$ cat config.mk
export PLATFORM = sky130hd
export DESIGN_NAME = hsv_to_rgb_converter_top
export DESIGN_NICKNAME = d
export VERILOG_FILES = /design/src/design/hsv2rgb_pkg.sv /design/src/design/hsv_to_rgb_converter_top.sv
export SDC_FILE = /design/constraint.sdc
export NUM_CORES = 2
export LEC_CHECK = 0
export BUFFER_PORTS_ARGS = -buffer_cell sky130_fd_sc_hd__buf_2
export CAP_MARGIN = 20
export CORE_UTILIZATION = 45
export CTS_BUF_LIST = sky130_fd_sc_hd__clkbuf_4 sky130_fd_sc_hd__clkbuf_8
export DETAILED_ROUTE_END_ITERATION = 16
export GPL_TIMING_DRIVEN = 1
export PLACE_DENSITY = 0.64
export SETUP_SLACK_MARGIN = 0.2
export SYNTH_ARGS = -nofsm -noshare
export SYNTH_HDL_FRONTEND = slang
export SYNTH_SLANG_ARGS = --single-unit
export TNS_END_PERCENT = 1
$ cat constraint.sdc
create_clock -name clk -period 32.8 [get_ports clk]
set_input_delay 3.28 -clock clk [delete_from_list [all_inputs] [get_ports clk]]
set_output_delay 3.28 -clock clk [all_outputs]
set_load 0.03 [all_outputs]
$ cat src/design/hsv2rgb_pkg.sv
// ============================================================================
// HSV to RGB converter package
// Fixed-point formats, derived widths and reciprocal constants shared by the
// converter pipeline.
// ============================================================================
package hsv2rgb_pkg;

    // Field and fixed-point formats.
    localparam int FIELD_W           = 16;
    localparam int CHANNEL_FRAC_BITS = 15;
    localparam int HUE_FRAC_BITS     = 6;

    // Channel width holds 1.0 exactly.
    localparam int CH_W   = CHANNEL_FRAC_BITS + 1;
    localparam int CH_ONE = 1 << CHANNEL_FRAC_BITS;

    // One full turn and one 60-degree sector in hue units.
    localparam int TURN = 360 << HUE_FRAC_BITS;
    localparam int SECT = 60 << HUE_FRAC_BITS;

    // Whole turns added so that every signed hue becomes non-negative.
    localparam int HUE_OFFSET = TURN * (((1 << (FIELD_W - 1)) + TURN - 1) / TURN);

    // Widths of the hue path.
    localparam int U_W   = $clog2((1 << (FIELD_W - 1)) + HUE_OFFSET);
    localparam int H_W   = $clog2(TURN);
    localparam int REM_W = $clog2(SECT);
    localparam int FX_W  = REM_W + CHANNEL_FRAC_BITS;
    localparam int SEC_W = 3;

    // Floor reciprocals: quotient estimates are low by at most one.
    localparam int RT_W = U_W - $clog2(TURN) + 1;
    localparam int RS_W = H_W - $clog2(SECT) + 1;
    localparam int RF_W = FX_W - $clog2(SECT) + 1;
    localparam longint unsigned RT = (64'd1 << U_W) / TURN;
    localparam longint unsigned RS = (64'd1 << H_W) / SECT;
    localparam longint unsigned RF = (64'd1 << FX_W) / SECT;

    // Pipeline depth.
    localparam int NUM_STAGES = 8;

    // Sector codes, red/green/blue ordering follows the hue wheel.
    localparam logic [SEC_W-1:0] SEC_RED_YELLOW    = 3'd0;
    localparam logic [SEC_W-1:0] SEC_YELLOW_GREEN  = 3'd1;
    localparam logic [SEC_W-1:0] SEC_GREEN_CYAN    = 3'd2;
    localparam logic [SEC_W-1:0] SEC_CYAN_BLUE     = 3'd3;
    localparam logic [SEC_W-1:0] SEC_BLUE_MAGENTA  = 3'd4;
    localparam logic [SEC_W-1:0] SEC_MAGENTA_RED   = 3'd5;

    // Values that travel alongside the hue path.
    typedef struct packed {
        logic [CH_W-1:0]    sat;
        logic [CH_W-1:0]    val;
        logic [CH_W-1:0]    p;
        logic [FIELD_W-1:0] alpha;
        logic               grey;
    } side_t;

endpackage

$ cat src/design/hsv_to_rgb_converter_top.sv
// ============================================================================
// HSV to RGB converter
// Converts a hue/saturation/brightness/alpha word into red/green/blue/alpha.
// ============================================================================
// The converter takes one word per clock cycle while the output is not
// stalled and returns the results in order. The pipeline depth is set by the
// hue path, which reduces the hue to one turn, splits it into sector and
// fraction by two constant-reciprocal divisions with correction, and then
// runs two rounds of products for q and t. A stalled output holds the whole
// pipeline; nothing is dropped.
// ============================================================================
module hsv_to_rgb_converter_top (
    input  logic        clk,
    input  logic        rst_n,
    // s_axis_tdata: hue_angle, sat_level, value_level, alpha_in (from bit 0)
    input  logic        s_axis_tvalid,
    output logic        s_axis_tready,
    input  logic [63:0] s_axis_tdata,
    // m_axis_tdata: red, green, blue, alpha_out (from bit 0)
    output logic        m_axis_tvalid,
    input  logic        m_axis_tready,
    output logic [63:0] m_axis_tdata
);
    import hsv2rgb_pkg::*;

    localparam logic [CH_W-1:0] ONE_C  = CH_W'(CH_ONE);
    localparam logic [U_W-1:0]  TURN_U = U_W'(TURN);
    localparam logic [H_W-1:0]  SECT_H = H_W'(SECT);
    localparam logic [FX_W-1:0] SECT_F = FX_W'(SECT);

    // Pipeline control: every stage moves when the last one is free or taken.
    logic                  adv;
    logic [NUM_STAGES-1:0] valid_reg;
    logic [NUM_STAGES-1:0] valid_next;

    assign adv           = !valid_reg[NUM_STAGES-1] || m_axis_tready;
    assign s_axis_tready = adv;
    assign m_axis_tvalid = valid_reg[NUM_STAGES-1];
    assign valid_next    = {valid_reg[NUM_STAGES-2:0], s_axis_tvalid};

    always_ff @(posedge clk or negedge rst_n)
    begin
        if (!rst_n)
        begin
            valid_reg <= '0;
        end
        else if (adv)
        begin
            valid_reg <= valid_next;
        end
    end

    // Stage 1: clamp, make hue non-negative, estimate whole turns, form p.
    logic signed [FIELD_W-1:0] hue_in;
    logic [FIELD_W-1:0]        sat_in;
    logic [FIELD_W-1:0]        val_in;
    logic [CH_W-1:0]           sat_c;
    logic [CH_W-1:0]           val_c;
    logic [U_W-1:0]            u_wide;
    logic [U_W+RT_W-1:0]       prod_t;
    logic [2*CH_W-1:0]         prod_p;
    logic [U_W-1:0]            u1_reg,  u1_next;
    logic [RT_W-1:0]           nt1_reg, nt1_next;
    side_t                     side1_reg, side1_next;

    always_comb
    begin
        hue_in = s_axis_tdata[15:0];
        sat_in = s_axis_tdata[31:16];
        val_in = s_axis_tdata[47:32];
        sat_c  = (32'(sat_in) > 32'(CH_ONE)) ? ONE_C : CH_W'(sat_in);
        val_c  = (32'(val_in) > 32'(CH_ONE)) ? ONE_C : CH_W'(val_in);
        u_wide = U_W'(int'(hue_in) + HUE_OFFSET);
        prod_t = (U_W+RT_W)'(u_wide) * (U_W+RT_W)'(RT);
        prod_p = (2*CH_W)'(val_c) * (2*CH_W)'(ONE_C - sat_c);
        u1_next            = u_wide;
        nt1_next           = prod_t[U_W +: RT_W];
        side1_next.sat     = sat_c;
        side1_next.val     = val_c;
        side1_next.p       = prod_p[CHANNEL_FRAC_BITS +: CH_W];
        side1_next.alpha   = s_axis_tdata[63:48];
        side1_next.grey    = (sat_c == '0);
    end

    // Stage 2: remove whole turns, correct the estimate by one turn.
    logic [U_W-1:0] h_wide;
    logic [H_W-1:0] h2_reg, h2_next;
    side_t          side2_reg;

    always_comb
    begin
        h_wide  = u1_reg - U_W'(nt1_reg) * TURN_U;
        h2_next = H_W'((h_wide >= TURN_U) ? h_wide - TURN_U : h_wide);
    end

    // Stage 3: estimate the sector index.
    logic [H_W+RS_W-1:0] prod_s;
    logic [H_W-1:0]      h3_reg;
    logic [RS_W-1:0]     ns3_reg, ns3_next;
    side_t               side3_reg;

    always_comb
    begin
        prod_s   = (H_W+RS_W)'(h2_reg) * (H_W+RS_W)'(RS);
        ns3_next = prod_s[H_W +: RS_W];
    end

    // Stage 4: remainder within the sector, correct the sector by one.
    logic [H_W-1:0]   rem_wide;
    logic [REM_W-1:0] rem4_reg, rem4_next;
    logic [SEC_W-1:0] sec4_reg, sec4_next;
    side_t            side4_reg;

    always_comb
    begin
        rem_wide = h3_reg - H_W'(ns3_reg) * SECT_H;
        if (rem_wide >= SECT_H)
        begin
            rem4_next = REM_W'(rem_wide - SECT_H);
            sec4_next = SEC_W'(ns3_reg) + SEC_W'(1);
        end
        else
        begin
            rem4_next = REM_W'(rem_wide);
            sec4_next = SEC_W'(ns3_reg);
        end
    end

    // Stage 5: estimate the fraction within the sector.
    logic [FX_W-1:0]      x4;
    logic [FX_W+RF_W-1:0] prod_f;
    logic [REM_W-1:0]     rem5_reg;
    logic [RF_W-1:0]      fe5_reg, fe5_next;
    logic [SEC_W-1:0]     sec5_reg;
    side_t                side5_reg;

    always_comb
    begin
        x4       = {rem4_reg, {CHANNEL_FRAC_BITS{1'b0}}};
        prod_f   = (FX_W+RF_W)'(x4) * (FX_W+RF_W)'(RF);
        fe5_next = prod_f[FX_W +: RF_W];
    end

    // Stage 6: correct the fraction by one.
    logic [FX_W-1:0]              x5;
    logic [FX_W-1:0]              d5;
    logic [CHANNEL_FRAC_BITS-1:0] f6_reg, f6_next;
    logic [SEC_W-1:0]             sec6_reg;
    side_t                        side6_reg;

    always_comb
    begin
        x5      = {rem5_reg, {CHANNEL_FRAC_BITS{1'b0}}};
        d5      = x5 - FX_W'(fe5_reg) * SECT_F;
        f6_next = (d5 >= SECT_F) ? CHANNEL_FRAC_BITS'(fe5_reg + RF_W'(1))
                                 : CHANNEL_FRAC_BITS'(fe5_reg);
    end

    // Stage 7: saturation scaled by the fraction and by its complement.
    logic [CH_W+CHANNEL_FRAC_BITS-1:0] prod_q;
    logic [2*CH_W-1:0]                 prod_tm;
    logic [CH_W-1:0]                   mq7_reg, mq7_next;
    logic [CH_W-1:0]                   mt7_reg, mt7_next;
    logic [SEC_W-1:0]                  sec7_reg;
    side_t                             side7_reg;

    always_comb
    begin
        prod_q   = (CH_W+CHANNEL_FRAC_BITS)'(side6_reg.sat)
                 * (CH_W+CHANNEL_FRAC_BITS)'(f6_reg);
        prod_tm  = (2*CH_W)'(side6_reg.sat) * (2*CH_W)'(ONE_C - CH_W'(f6_reg));
        mq7_next = prod_q[CHANNEL_FRAC_BITS +: CH_W];
        mt7_next = prod_tm[CHANNEL_FRAC_BITS +: CH_W];
    end

    // Stage 8: q and t, then channel selection by sector.
    logic [2*CH_W-1:0]  prod_qq;
    logic [2*CH_W-1:0]  prod_tt;
    logic [CH_W-1:0]    q_ch;
    logic [CH_W-1:0]    t_ch;
    logic [CH_W-1:0]    v_ch;
    logic [CH_W-1:0]    p_ch;
    logic [CH_W-1:0]    r_sel, g_sel, b_sel;
    logic [FIELD_W-1:0] red_reg,   red_next;
    logic [FIELD_W-1:0] green_reg, green_next;
    logic [FIELD_W-1:0] blue_reg,  blue_next;
    logic [FIELD_W-1:0] alpha_reg;

    always_comb
    begin
        v_ch    = side7_reg.val;
        p_ch    = side7_reg.p;
        prod_qq = (2*CH_W)'(v_ch) * (2*CH_W)'(ONE_C - mq7_reg);
        prod_tt = (2*CH_W)'(v_ch) * (2*CH_W)'(ONE_C - mt7_reg);
        q_ch    = prod_qq[CHANNEL_FRAC_BITS +: CH_W];
        t_ch    = prod_tt[CHANNEL_FRAC_BITS +: CH_W];
        unique case (sec7_reg)
            SEC_RED_YELLOW:
            begin
                r_sel = v_ch; g_sel = t_ch; b_sel = p_ch;
            end
            SEC_YELLOW_GREEN:
            begin
                r_sel = q_ch; g_sel = v_ch; b_sel = p_ch;
            end
            SEC_GREEN_CYAN:
            begin
                r_sel = p_ch; g_sel = v_ch; b_sel = t_ch;
            end
            SEC_CYAN_BLUE:
            begin
                r_sel = p_ch; g_sel = q_ch; b_sel = v_ch;
            end
            SEC_BLUE_MAGENTA:
            begin
                r_sel = t_ch; g_sel = p_ch; b_sel = v_ch;
            end
            default:
            begin
                r_sel = v_ch; g_sel = p_ch; b_sel = q_ch;
            end
        endcase
        // Zero saturation gives grey at the brightness level.
        if (side7_reg.grey)
        begin
            r_sel = v_ch; g_sel = v_ch; b_sel = v_ch;
        end
        red_next   = FIELD_W'(r_sel);
        green_next = FIELD_W'(g_sel);
        blue_next  = FIELD_W'(b_sel);
    end

    // Payload registers of all stages, held while the pipeline stalls.
    always_ff @(posedge clk)
    begin
        if (adv)
        begin
            u1_reg    <= u1_next;
            nt1_reg   <= nt1_next;
            side1_reg <= side1_next;

            h2_reg    <= h2_next;
            side2_reg <= side1_reg;

            h3_reg    <= h2_reg;
            ns3_reg   <= ns3_next;
            side3_reg <= side2_reg;

            rem4_reg  <= rem4_next;
            sec4_reg  <= sec4_next;
            side4_reg <= side3_reg;

            rem5_reg  <= rem4_reg;
            fe5_reg   <= fe5_next;
            sec5_reg  <= sec4_reg;
            side5_reg <= side4_reg;

            f6_reg    <= f6_next;
            sec6_reg  <= sec5_reg;
            side6_reg <= side5_reg;

            mq7_reg   <= mq7_next;
            mt7_reg   <= mt7_next;
            sec7_reg  <= sec6_reg;
            side7_reg <= side6_reg;

            red_reg   <= red_next;
            green_reg <= green_next;
            blue_reg  <= blue_next;
            alpha_reg <= side7_reg.alpha;
        end
    end

    assign m_axis_tdata = {alpha_reg, blue_reg, green_reg, red_reg};

endmodule
==> results by group <==
Worst setup path
  • Worst reg-to-reg path cell count: 26
  • Crit end category: flop
  • Required time of the worst setup path: 33.29 ns
  • Crit path kind: in2reg
  • Critical path fanouts, max: 21
  • Worst setup SP type: primary input
  • Worst EP arrival: 12.07 ns

Cells and area
  • Fill cell count: 13800
  • Reg area: 19800 um^2
  • Share of cells above drive strength 1: 7.23%
  • Multi-input gate area: 43500 um^2
  • Layout net count: 8423
  • P&R area growth vs syn: 7.80%

Synthesis
  • Main synth FF type: edfxtp_1
  • Count leader, synth: inv_1
  • Mean Syn Cell Area: 10.6 um^2
  • Post-synth EDFFs: 652
  • Flops & latches, synth: 660
  • Synth Cell Area: 69200 um^2
  • Synth area leader: fa_1
  • Ys Warns: 0
  • Synth top area share: 30.0%
  • Syn Nets: 8324
  • Synth cell count leaders: 1338 x inv_1, 1037 x fa_1, 829 x nand2_1, 663 x ha_1, 652 x edfxtp_1
  • Syn Inst Count: 6556
  • Sequential-to-total area share from yosys stat: 28.6%
  • Synth top area cells: fa_1 30%, edfxtp_1 28%, ha_1 12%
  • Ys async rst share: 1.21%
  • Synth cell types: 100

Timing
  • Achievable frequency: 86.4 MHz
  • Slew headroom: 21.4%
  • Final hold slack: 0.385 ns
  • Worst Tran Pin Value: 1.17 ns
  • Final Slew Violations: 0
  • RSZ-0062 raised after global routing: false
  • Tcrit/Tclk final: 35.3%
  • Min cycle time layout: 11.58 ns
  • Hold Fails Final Rpt: 0
  • Setup TNS: 0 ns
  • Clock Skew: 0.0729 ns
  • Final setup fails: 0

Flow run
  • Max-cap viol count: 0

Floorplanning
  • Die Y: 394 um
  • Die ar.: 155000 um^2
  • Starting Density: 45.5%
  • # IOs: 134
  • Row count: 143
  • Placeable Area: 152000 um^2
  • Die Wd: 394 um

Clock network
  • Root Driver: clkbuf_8
  • Cts hold-fix bufs: 0
  • Total clock sinks: 660
  • CTS max path bufs: 3
  • Htree depth: 3
  • CTS clock-pin slew for the worst setup and hold paths: 0.06 ns
  • CTS resizes: 0
  • Worst skew pair latency: 0.81 ns
  • Setup bufs post-CTS: 0
  • CTS tree: built
  • Total CTS buffers: 105

Global routing
  • Grt total ovfl: 0
  • GR Util All Layers: 20.8%
  • Initial antenna violation count: 5
  • First-pass GRT wire length: 258000 um
  • Pin count of the biggest net entering global routing: 167
  • Vias in the first global route: 48900

Routing
  • Drt first pass iters: 6
  • DR vias/cell: 5.17
  • Via count: 45300
  • WL/cell: 17.8 um
  • Remaining routing DRC violations: 0
  • DRT antenna net count: 0
  • DR iter-0 viols: 2873
  • Detailed Route WL: 156000 um

Min path
  • Worst Hold Depth: 0
  • Hold WC Path Type: reg2reg

Status
  • Status: completed

Placement
  • Final Wtd Congestion: 0.931
  • Port bufs: 133
  • Dpl hpwl: 119000 um
final timing paths:
check,to,slack [ns],from
hold / removal,side6_reg[36],0.39,side5_reg[36]
hold reg to reg,side6_reg[36],0.39,side5_reg[36]
setup / recovery,side1_reg[32],21.22,s_axis_tdata[31]
min in group asynchronous,valid_reg[7],2.36,rst_n
max in group asynchronous,valid_reg[4],30.28,rst_n
setup reg to reg,green_reg[12],23.50,mt7_reg[0]
through the flow:
| step | instance area [um^2] | utilization [%] | instances | setup WS, ns |
|---|---|---|---|---|
| 2_1_floorplan | 69200 | - | 6556 | 8.11 |
| 3_3_place_gp | 72400 | 47.5 | 8576 | 20.72 |
| 4_1_cts | 74600 | 49.0 | 8767 | 21.38 |
| 6_report | 74600 | 49.0 | 8769 | 21.22 |
| 5_1_grt | 74600 | 49.0 | 8769 | 20.87 |
| 3_5_place_dp | 72400 | 47.5 | 8577 | 20.53 |
per-layer routing:
layer  track usage [%]  part of all wire [%]  vias up
met5                 0                     0        -
met4              7.35                   3.4        0
met3              2.97                   6.1      336
met2              35.3                    48     1416
met1              27.3                    43    22800
li1                  -                     -    20800
critical path, stage by stage:
cell and delay (ns):
buf_2 0.34, o21ai_2 0.17, nand2_1 0.49, ha_1 0.43, nand2b_4 0.07, a211o_2 0.34
or3_2 0.53, xor2_1 0.84, nand2_1 0.18, fa_1 0.55, inv_1 0.06, fa_1 0.55
fa_1 0.43, fa_1 0.46, fa_1 0.49, inv_1 0.05, fa_1 0.47, inv_1 0.04
ha_1 0.35, a21o_1 0.19, a21oi_1 0.20, a21boi_0 0.14, or3_2 0.45, o21ai_2 0.24
a21oi_2 0.09, or3_4 0.38, a21oi_2 0.16, xnor2_1 0.07
final cells by class:
| type | instances | area share [%] |
|---|---|---|
| well taps | 2030 | 3.40 |
| diodes | 1 | 0.00335 |
| flip-flops and latches | 660 | 26.5 |
| clock buffers | 139 | 2.28 |
| clock inverters | 51 | 0.714 |
| inverters | 1353 | 6.81 |
| multi-input cells | 4300 | 58.3 |
| repair buffers | 235 | 1.94 |
cell families (layout without fill, tap and decap cells):
kind of cell / after synthesis / after routing / share of synthesized area, %
AO/OA/AOI/OAI: 499 / 499 / 4.80
multiplexers: 20 / 20 / 0.304
buffers and inverters: 1596 / 1778 / 8.70
flip-flops: 660 / 660 / 28.6
AND/OR/NAND/NOR: 1858 / 1858 / 12.8
adder cells (fa/ha/maj): 1700 / 1700 / 42.0
other: 0 / 1 / 0
XOR/XNOR: 223 / 223 / 2.85
placed cells by master (no fill, tap or decap), drive strengths merged, types with 129 or more instances in the layout:
| cell type | netlist | layout |
|---|---|---|
| inv | 1340 | 1347 |
| fa | 1037 | 1037 |
| nand2 | 831 | 831 |
| ha | 663 | 663 |
| edfxtp | 652 | 652 |
| and2 | 444 | 444 |
| nor2 | 275 | 275 |
| buf | 12 | 235 |
| xnor2 | 148 | 148 |
| clkbuf | 231 | 139 |
| a21oi | 129 | 129 |
Power is not shown: default switching activity piles up to over one toggle a cycle in this logic, so the estimate is an artifact.
